==> src/isd_pkg.sv <==
`default_nettype none
package isd_pkg;

  localparam int ADDR_W    = 48;
  localparam int ACT_W     = 3;
  localparam int CORE_W    = 3;
  localparam int MAX_CORES = 8;

  localparam logic [ACT_W-1:0] ACT_RD    = 3'd0;
  localparam logic [ACT_W-1:0] ACT_OWN   = 3'd1;
  localparam logic [ACT_W-1:0] ACT_CLEAN = 3'd2;
  localparam logic [ACT_W-1:0] ACT_DIRTY = 3'd3;
  localparam logic [ACT_W-1:0] ACT_REPLY = 3'd4;

  localparam logic [1:0] KIND_QUERY = 2'd0;
  localparam logic [1:0] KIND_INV   = 2'd1;
  localparam logic [1:0] KIND_DONE  = 2'd2;
  localparam logic [1:0] KIND_ERR   = 2'd3;

  localparam logic [1:0] ST_I = 2'd0;
  localparam logic [1:0] ST_E = 2'd1;
  localparam logic [1:0] ST_M = 2'd2;

  typedef enum logic [1:0] {
    P_IDLE, P_RDQ, P_OWQ, P_VICQ
  } pend_e;

  typedef struct packed {
    logic [1:0]        kind;
    logic [CORE_W-1:0] target;
    logic [ADDR_W-1:0] addr;
    logic              hit;
    logic              query_made;
    logic              query_clean;
    logic              victim;
    logic              victim_query;
    logic              victim_query_clean;
    logic              victim_clean;
    logic              grant_exclusive;
    logic              last;
  } res_t;

  // lowest set bit of a core mask
  function automatic logic [CORE_W-1:0] low_bit(input logic [MAX_CORES-1:0] m);
    logic [CORE_W-1:0] r;
    r = '0;
    for (int c = MAX_CORES - 1; c >= 0; c--) begin
      if (m[c]) r = CORE_W'(c);
    end
    return r;
  endfunction

  function automatic logic one_hot(input logic [MAX_CORES-1:0] m);
    return (m != '0) && ((m & (m - 8'd1)) == '0);
  endfunction

endpackage
`default_nettype wire

==> src/isd_update.sv <==
`default_nettype none
// Set update: lookup, replacement, sharer and LRU changes of one row.
module isd_update #(
  parameter int WAYS  = 12,
  parameter int CORES = 8,
  parameter int SETB  = 12,
  parameter int OFF   = 6,
  parameter int TAG_W = 30,
  parameter int RK_W  = 4,
  parameter int WAY_W = 4,
  parameter int ROW_W = 12 * 44
) (
  input  wire logic                       fin_i,
  input  wire logic [isd_pkg::ACT_W-1:0]  act_i,
  input  wire logic [isd_pkg::CORE_W-1:0] req_i,
  input  wire logic [isd_pkg::ADDR_W-1:0] addr_i,
  input  wire logic                       dirty_i,
  input  wire isd_pkg::pend_e             pop_i,
  input  wire logic [WAY_W-1:0]           pway_i,
  input  wire logic [ROW_W-1:0]           row_i,
  output logic      [ROW_W-1:0]           row_o,
  output isd_pkg::res_t                   res_o,
  output logic      [CORES-1:0]           inv_o,
  output logic      [isd_pkg::ADDR_W-1:0] inv_addr_o,
  output isd_pkg::pend_e                  pop_o,
  output logic      [WAY_W-1:0]           pway_o
);
  import isd_pkg::*;

  localparam int WAYB = TAG_W + 2 + CORES + RK_W;

  logic [TAG_W-1:0] tg [WAYS];
  logic [1:0]       st [WAYS];
  logic [CORES-1:0] sh [WAYS];
  logic [RK_W-1:0]  rk [WAYS];
  logic [TAG_W-1:0] ntg [WAYS];
  logic [1:0]       nst [WAYS];
  logic [CORES-1:0] nsh [WAYS];
  logic [RK_W-1:0]  nrk [WAYS];

  logic [TAG_W-1:0] tag_in;
  logic [SETB-1:0]  set_in;
  logic [CORES-1:0] bit_r, m;
  logic             any_hit, any_inv, do_touch;
  logic [WAY_W-1:0] hw, iw, vw, tw;
  logic [RK_W:0]    oldr;
  logic [ADDR_W-1:0] this_la, vic_la;

  always_comb begin
    for (int w = 0; w < WAYS; w++) begin
      tg[w] = row_i[w*WAYB +: TAG_W];
      st[w] = row_i[w*WAYB + TAG_W +: 2];
      sh[w] = row_i[w*WAYB + TAG_W + 2 +: CORES];
      rk[w] = row_i[w*WAYB + TAG_W + 2 + CORES +: RK_W];
    end
  end

  assign tag_in  = addr_i[ADDR_W-1 -: TAG_W];
  assign set_in  = addr_i[OFF +: SETB];
  assign bit_r   = CORES'(1) << req_i;
  assign this_la = {tag_in, set_in, {OFF{1'b0}}};

  // way searches
  always_comb begin
    any_hit = 1'b0;
    any_inv = 1'b0;
    hw = '0;
    iw = '0;
    vw = '0;
    for (int w = WAYS - 1; w >= 0; w--) begin
      if (st[w] != ST_I && tg[w] == tag_in) begin
        any_hit = 1'b1;
        hw = WAY_W'(w);
      end
      if (st[w] == ST_I) begin
        any_inv = 1'b1;
        iw = WAY_W'(w);
      end
      // ranks of a full set are a permutation, so the oldest is unique
      if (rk[w] == RK_W'(WAYS - 1)) vw = WAY_W'(w);
    end
  end

  assign vic_la = {tg[vw], set_in, {OFF{1'b0}}};

  always_comb begin
    for (int w = 0; w < WAYS; w++) begin
      ntg[w] = tg[w];
      nst[w] = st[w];
      nsh[w] = sh[w];
    end
    res_o = '0;
    res_o.last = 1'b1;
    inv_o = '0;
    inv_addr_o = this_la;
    pop_o = P_IDLE;
    pway_o = pway_i;
    do_touch = 1'b0;
    tw = '0;
    m = '0;
    if (fin_i) begin
      tw = pway_i;
      do_touch = 1'b1;
      res_o.kind = KIND_DONE;
      if (pop_i == P_VICQ) begin
        res_o.addr = {tg[pway_i], set_in, {OFF{1'b0}}};
        res_o.victim = 1'b1;
        res_o.victim_query = 1'b1;
        res_o.victim_query_clean = !dirty_i;
        res_o.victim_clean = !(dirty_i || st[pway_i] == ST_M);
        res_o.grant_exclusive = 1'b1;
        ntg[pway_i] = tag_in;
        nst[pway_i] = ST_E;
        nsh[pway_i] = bit_r;
      end else begin
        if (dirty_i) nst[pway_i] = ST_M;
        if (pop_i == P_RDQ) begin
          nsh[pway_i] = sh[pway_i] | bit_r;
        end else begin
          nsh[pway_i] = bit_r;
          res_o.grant_exclusive = 1'b1;
        end
        res_o.hit = 1'b1;
        res_o.query_made = 1'b1;
        res_o.query_clean = !dirty_i;
      end
    end else if (act_i == ACT_CLEAN || act_i == ACT_DIRTY) begin
      m = sh[hw];
      res_o.kind = KIND_DONE;
      res_o.hit = 1'b1;
      if (!any_hit || (act_i == ACT_CLEAN && (m & bit_r) == '0) ||
          (act_i == ACT_DIRTY && m != bit_r)) begin
        res_o = '0;
        res_o.kind = KIND_ERR;
        res_o.addr = addr_i;
        res_o.last = 1'b1;
      end else if (act_i == ACT_CLEAN) begin
        nsh[hw] = m & ~bit_r;
      end else begin
        nsh[hw] = '0;
        nst[hw] = ST_M;
      end
    end else if (any_hit) begin
      m = sh[hw];
      tw = hw;
      do_touch = 1'b1;
      res_o.kind = KIND_DONE;
      res_o.hit = 1'b1;
      if (m == '0) begin
        nsh[hw] = bit_r;
        res_o.grant_exclusive = 1'b1;
      end else if (one_hot(MAX_CORES'(m))) begin
        if (act_i == ACT_RD || low_bit(MAX_CORES'(m)) != req_i) begin
          do_touch = 1'b0;
          res_o = '0;
          res_o.kind = KIND_QUERY;
          res_o.target = low_bit(MAX_CORES'(m));
          res_o.addr = this_la;
          res_o.last = 1'b1;
          pop_o = (act_i == ACT_RD) ? P_RDQ : P_OWQ;
          pway_o = hw;
        end else begin
          res_o.grant_exclusive = 1'b1;
        end
      end else if (act_i == ACT_RD) begin
        nsh[hw] = m | bit_r;
      end else begin
        inv_o = m & ~bit_r;
        nsh[hw] = bit_r;
        res_o.query_made = 1'b1;
        res_o.query_clean = 1'b1;
        res_o.grant_exclusive = 1'b1;
      end
    end else if (any_inv) begin
      tw = iw;
      do_touch = 1'b1;
      ntg[iw] = tag_in;
      nst[iw] = ST_E;
      nsh[iw] = bit_r;
      res_o.kind = KIND_DONE;
      res_o.grant_exclusive = 1'b1;
    end else begin
      m = sh[vw];
      if (one_hot(MAX_CORES'(m))) begin
        res_o.kind = KIND_QUERY;
        res_o.target = low_bit(MAX_CORES'(m));
        res_o.addr = vic_la;
        pop_o = P_VICQ;
        pway_o = vw;
      end else begin
        tw = vw;
        do_touch = 1'b1;
        inv_o = m;
        inv_addr_o = vic_la;
        res_o.kind = KIND_DONE;
        res_o.addr = vic_la;
        res_o.victim = 1'b1;
        res_o.victim_query = (m != '0);
        res_o.victim_query_clean = 1'b1;
        res_o.victim_clean = (st[vw] != ST_M);
        res_o.grant_exclusive = 1'b1;
        ntg[vw] = tag_in;
        nst[vw] = ST_E;
        nsh[vw] = bit_r;
      end
    end
  end

  // LRU touch of way tw, against the states before this update
  always_comb begin
    oldr = (st[tw] != ST_I) ? {1'b0, rk[tw]} : (RK_W+1)'(WAYS);
    for (int w = 0; w < WAYS; w++) begin
      nrk[w] = rk[w];
      if (do_touch) begin
        if (WAY_W'(w) == tw) begin
          nrk[w] = '0;
        end else if (st[w] != ST_I && {1'b0, rk[w]} < oldr) begin
          nrk[w] = rk[w] + RK_W'(1);
        end
      end
    end
  end

  always_comb begin
    for (int w = 0; w < WAYS; w++) begin
      row_o[w*WAYB +: WAYB] = {nrk[w], nsh[w], nst[w], ntg[w]};
    end
  end
endmodule
`default_nettype wire

==> config.mk <==
export PLATFORM = sky130hd
export DESIGN_NAME = isd_update
export DESIGN_NICKNAME = d
export VERILOG_FILES = /design/src/isd_pkg.sv /design/src/isd_update.sv
export SDC_FILE = /design/constraint.sdc
export NUM_CORES = 2
export LEC_CHECK = 0
export BUFFER_PORTS_ARGS = -buffer_cell sky130_fd_sc_hd__buf_2
export CAP_MARGIN = 10
export CORE_AREA = 8 8 480 482
export DETAILED_ROUTE_END_ITERATION = 10
export DIE_AREA = 0 0 488 490
export PLACE_DENSITY = 0.38
export RECOVER_POWER = 25
export SYNTH_ARGS = -nofsm -noshare
export SYNTH_HDL_FRONTEND = slang
export SYNTH_SLANG_ARGS = --single-unit
==> constraint.sdc <==
create_clock -name vclk -period 11.14
set_clock_uncertainty 0.15 [all_clocks]
set_input_delay 1.114 -clock vclk [all_inputs]
set_output_delay 1.114 -clock vclk [all_outputs]
set_load 0.05 [all_outputs]
# Word-level counts from Yosys, hierarchy flattened
# Cells that the tools add are included.
# totals
ff_bits	0
input_bits	590
elab_cells	458
# op_classes
n_addsub	14
magnitude_cmp	21
n_eq_ne	43
n_shift	1
mux	277
bitwise_logic	29
reduce_logical	73
# op_table
operator	n
360-bit 2-to-1 mux	6
96-bit 2-to-1 mux	12
360-bit bitwise mux	3
96-bit bitwise mux	7
4-bit 2-to-1 mux	91
30-bit demux with 4-bit select	3
30-bit equality test	12
48-bit 2-to-1 mux	6
30-bit binary-select mux with 4-bit select	2
24-bit 2-to-1 mux	9
30-bit 2-to-1 mux	7
8-bit 2-to-1 mux	18
8-bit demux with 4-bit select	4
60-bit 2-to-1 mux	2
96-bit AND	1
8-bit binary-select mux with 4-bit select	3
96-bit inverter	1
3-bit 2-to-1 mux	25
62-bit 2-to-1 mux	1
61-bit 2-to-1 mux	1
12-bit AND	5
12-bit inverter	5
12-bit bitwise OR	5
56-bit 2-to-1 mux	1
other kinds (39)	228

# Depth between registers and ports, before layout
# logic_depth
word_depth	40
depth_mapped	29
ltp_nobuf	24

# Worst setup path before layout
# OpenSTA, ideal clock, no wires.
# synth_path
path_type	input to output
start	in row_i[524]
end	out row_o[350]
arrival_ns	8.027
required_time_ns	9.876
path_slack_ns	1.849
stages	24
n_path_buf	4
cell_sequence	ha_1 and3b_1 a211oi_1 o21ai_2 nand3_1 buf_2 buf_1 mux2i_1 o22ai_1 a311o_1 maj3_1 o31a_1 a21o_1 a21oi_1 buf_2 clkbuf_1 o211ai_1 o211ai_1 a21oi_1 a211oi_1 ha_1 o211ai_1 a31oi_1 a311oi_1
# synth_between
elab_chain_len	37
word_cells_on_any_way	47
classes_between	add/sub (1); order compare (1); eq/ne (2); mux (35); bitwise (3); reduce/logical (5)
# synth_lines
element	line_no	text
start, declared	isd_update.sv:20	input wire logic [ROW_W-1:0] row_i,
4-bit equality test	isd_update.sv:80	if (rk[w] == RK_W'(WAYS - 1)) vw = WAY_W'(w);
4-bit 2-to-1 mux (12 in a row)	isd_update.sv:80	
4-bit inverter with 5-bit output (implied by the code)	isd_update.sv:183	m = sh[vw];
8-bit binary-select mux with 4-bit select	isd_update.sv:183	
8-bit 2-to-1 mux (implied by the code) (2 in a row)	isd_update.sv:183	
8-bit by 1-bit subtractor with 8-bit output	isd_pkg.sv:54	return (m != '0) && ((m & (m - 8'd1)) == '0);
8-bit AND	isd_pkg.sv:54	
8-bit logical NOT	isd_pkg.sv:54	
[8 not listed]	n/a	
2-bit 2-to-1 mux (implied by the code) (2 in a row)	isd_update.sv:211	oldr = (st[tw] != ST_I) ? {1'b0, rk[tw]} : (RK_W+1)'(WAYS);
2-bit nonzero test	isd_update.sv:211	
4-bit 2-to-1 mux	isd_update.sv:211	
4-bit < comparator	isd_update.sv:217	end else if (st[w] != ST_I && {1'b0, rk[w]} < oldr) begin
1-bit logical AND	isd_update.sv:217	
4-bit 2-to-1 mux	isd_update.sv:217	
4-bit 2-to-1 mux	isd_update.sv:215	if (WAY_W'(w) == tw) begin
4-bit 2-to-1 mux *	isd_update.sv:214	if (do_touch) begin
end, declared	isd_update.sv:21	output logic [ROW_W-1:0] row_o,
# Every way passes the cells marked *; elsewhere a longest branch is shown, timed or not. The select of a mux whose other input is x is not followed.

==> metrics.md <==
| Metric | Value |
|---|---|
| Critical path launch point | addr_i[45] |
| Detailed placer's ending HPWL | 325000 um |
| GRT busiest layer | met2 |
| Max Cap Violations | 10 |
| GR Layer Usage met1 | 39.0% |
| Worst-Margin Slew | 2520 ps |
| Hold path start | addr_i[15] |
| RePlAce Congestion | 1.02 |
| CP endpoint kind | primary output |
| Synth area leader | mux2_2 |
| GRT met2 Usage | 48.7% |
| Min-delay worst type | input pin to primary output |
| Die Wd | 488 um |
| Failing checks | capacitance limit, slew limit |
| Worst EP required | 9880 ps |
| M3 GR Usage | 7.78% |
| I/O Pins | 1242 |
| Crit share post-route | 98.6% |
| Antenna violations before repair | 119 |
| WL/cell | 43.4 um |
| Min cycle time layout | 10990 ps |
| Commonest cells post-synth | nand2_1, nor2_1, mux2_2, o21ai_0, a21oi_1 |
| Clock buf count | 0 |
| Slew margin rel. | -67.8% |
| Hold_buf cts | 0 |
| Worst-path fanout max | 32 |
| Via-to-Cell Ratio | 5.68 |
| # rows | 174 |
| # Post-CTS Setup Buffers | 0 |
| Routed Antenna Nets | 0 |
| Netlist cell types | 103 |
| Ys Warns | 0 |
| Synth top area cells | mux2_2, nand2_1, mux4_2 |
| Synthesized netlist cell count | 5120 |
| DRC viols | 0 |
| DRT Pass-1 Iters | 6 |
| Die span in y | 490 um |
| Die footprint | 239000 um^2 |
| Nets@finish | 6759 |
| Mapped cell area | 33900 um^2 |
| Slew Limit Fails | 219 |
| Share of layout cells above drive strength 1 | 33.5% |
| Global-route wire length before repair | 507000 um |
| Crit Path Category | input pin to primary output |
| PortBufs | 1235 |
| Overall Global Routing Usage | 31.0% |
| Final wirelength | 397000 um |
| Core region area | 223000 um^2 |
| Setup_tns | 0 ps |
| Starting Density | 15.2% |
| Post-CTS Resized | 0 |
| Register Area | 0 um^2 |
| Final hold vios | 0 |
| Seq_cells | 0 |
| Largest net degree at the start of global routing | 98 |
| Vias in the first global route | 48200 |
| Worst EP arrival | 9720 ps |
| F_max | 91.0 MHz |
| Worst hold path depth | 2 |
| Status | complete, but fails checks |
| Top-count cell post-synth | nand2_1 |
| Area share of the largest cell type after synthesis | 13.5% |
| Critical path startpoint category | input pin |
| GRT Residual Overflow | 0 |
| Post-synthesis sequential area ratio | 0% |
| Hold Path Sink | inv_addr_o[15] |
| Final setup vio count | 0 |
| Area Overhead vs Synth | 37.2% |
| Avg Inst Size Synth | 6.61 um^2 |
| RSZ-0062 raised after global routing | no |
| Iter 0 DRT Violations | 7597 |
| Via count | 52000 |
| Final core utilization | 20.8% |
[how the worst max path moves through the flow]
stage                             to  slack [ps]  cells past startpoint
after global routing      row_o[242]         180                     20
final                      res_o[29]         150                     15
after global placement    row_o[172]         920                     25
after detailed placement  row_o[172]         900                     25
after CTS                 row_o[172]         870                     25
after floorplan           row_o[350]        1850                     24
[logic make-up after synthesis]
kind of cell | after synthesis | synth area share (%)
AND/OR/NAND/NOR | 2027 | 28.5
AO/OA/AOI/OAI | 1333 | 25.5
multiplexers | 704 | 26.5
buffers and inverters | 628 | 7.76
XOR/XNOR | 364 | 9.41
adder cells (fa/ha/maj) | 62 | 2.28
other | 2 | 0.0222
[final cells by class]
class | count | area (um^2)
Multi-Input combinational cell | 4497 | 31600
Timing Repair Buffer | 1503 | 10600
Tap cell | 2992 | 3740
Antenna cell | 56 | 140
Fill cell | 25400 | 177000
Inverter | 107 | 403
[metrics by stage]
stage	hold WS (ps)	instances	setup slack [ps]	instance area [um^2]
5_1_grt	2470	9123	182	46400
3_3_place_gp	2380	9099	915	46500
6_report	2470	9155	153	46500
4_1_cts	2380	9099	865	46500
3_5_place_dp	2380	9099	900	46500
2_1_floorplan	2250	5125	1850	33900
[placed cells by master, fill, tap and decap left out, types with 20 or more instances in the layout]
master,n
buf_2,970
nand2_1,764
nor2_1,414
mux2_2,390
o21ai_0,370
a21oi_1,348
nand3_1,303
xor2_1,255
buf_4,246
mux2i_1,182
buf_12,171
mux4_2,114
xnor2_1,109
nor4_1,105
inv_1,102
clkbuf_1,101
a211oi_1,81
nand4_1,66
ha_1,60
diode_2,56
and3_1,55
o211ai_1,51
or4_1,47
nor3_1,46
a31oi_1,38
o22ai_1,37
o221ai_1,36
a311o_1,34
a221o_1,32
a21o_1,26
nand2b_1,25
or3_1,23
nor2b_1,23
a221oi_1,22
a22oi_1,22
o2111ai_1,20
[per-layer routing]
metal | part of all wire, % | vias up
li1 | - | 21000
met1 | 39 | 25900
met2 | 43 | 4175
met3 | 10 | 864
met4 | 7.1 | 40
met5 | 0.066 | -
[critical path, stage by stage]
cell,delay (ps)
buf_2,620
xor2_1,740
or4_1,270
nor4_2,90
and2_1,170
nor4_1,1080
nand3_1,190
buf_4,250
nor3_2,240
clkbuf_1,1730
nand2_1,590
nor2_2,1550
buf_4,490
a221o_1,340
buf_12,180
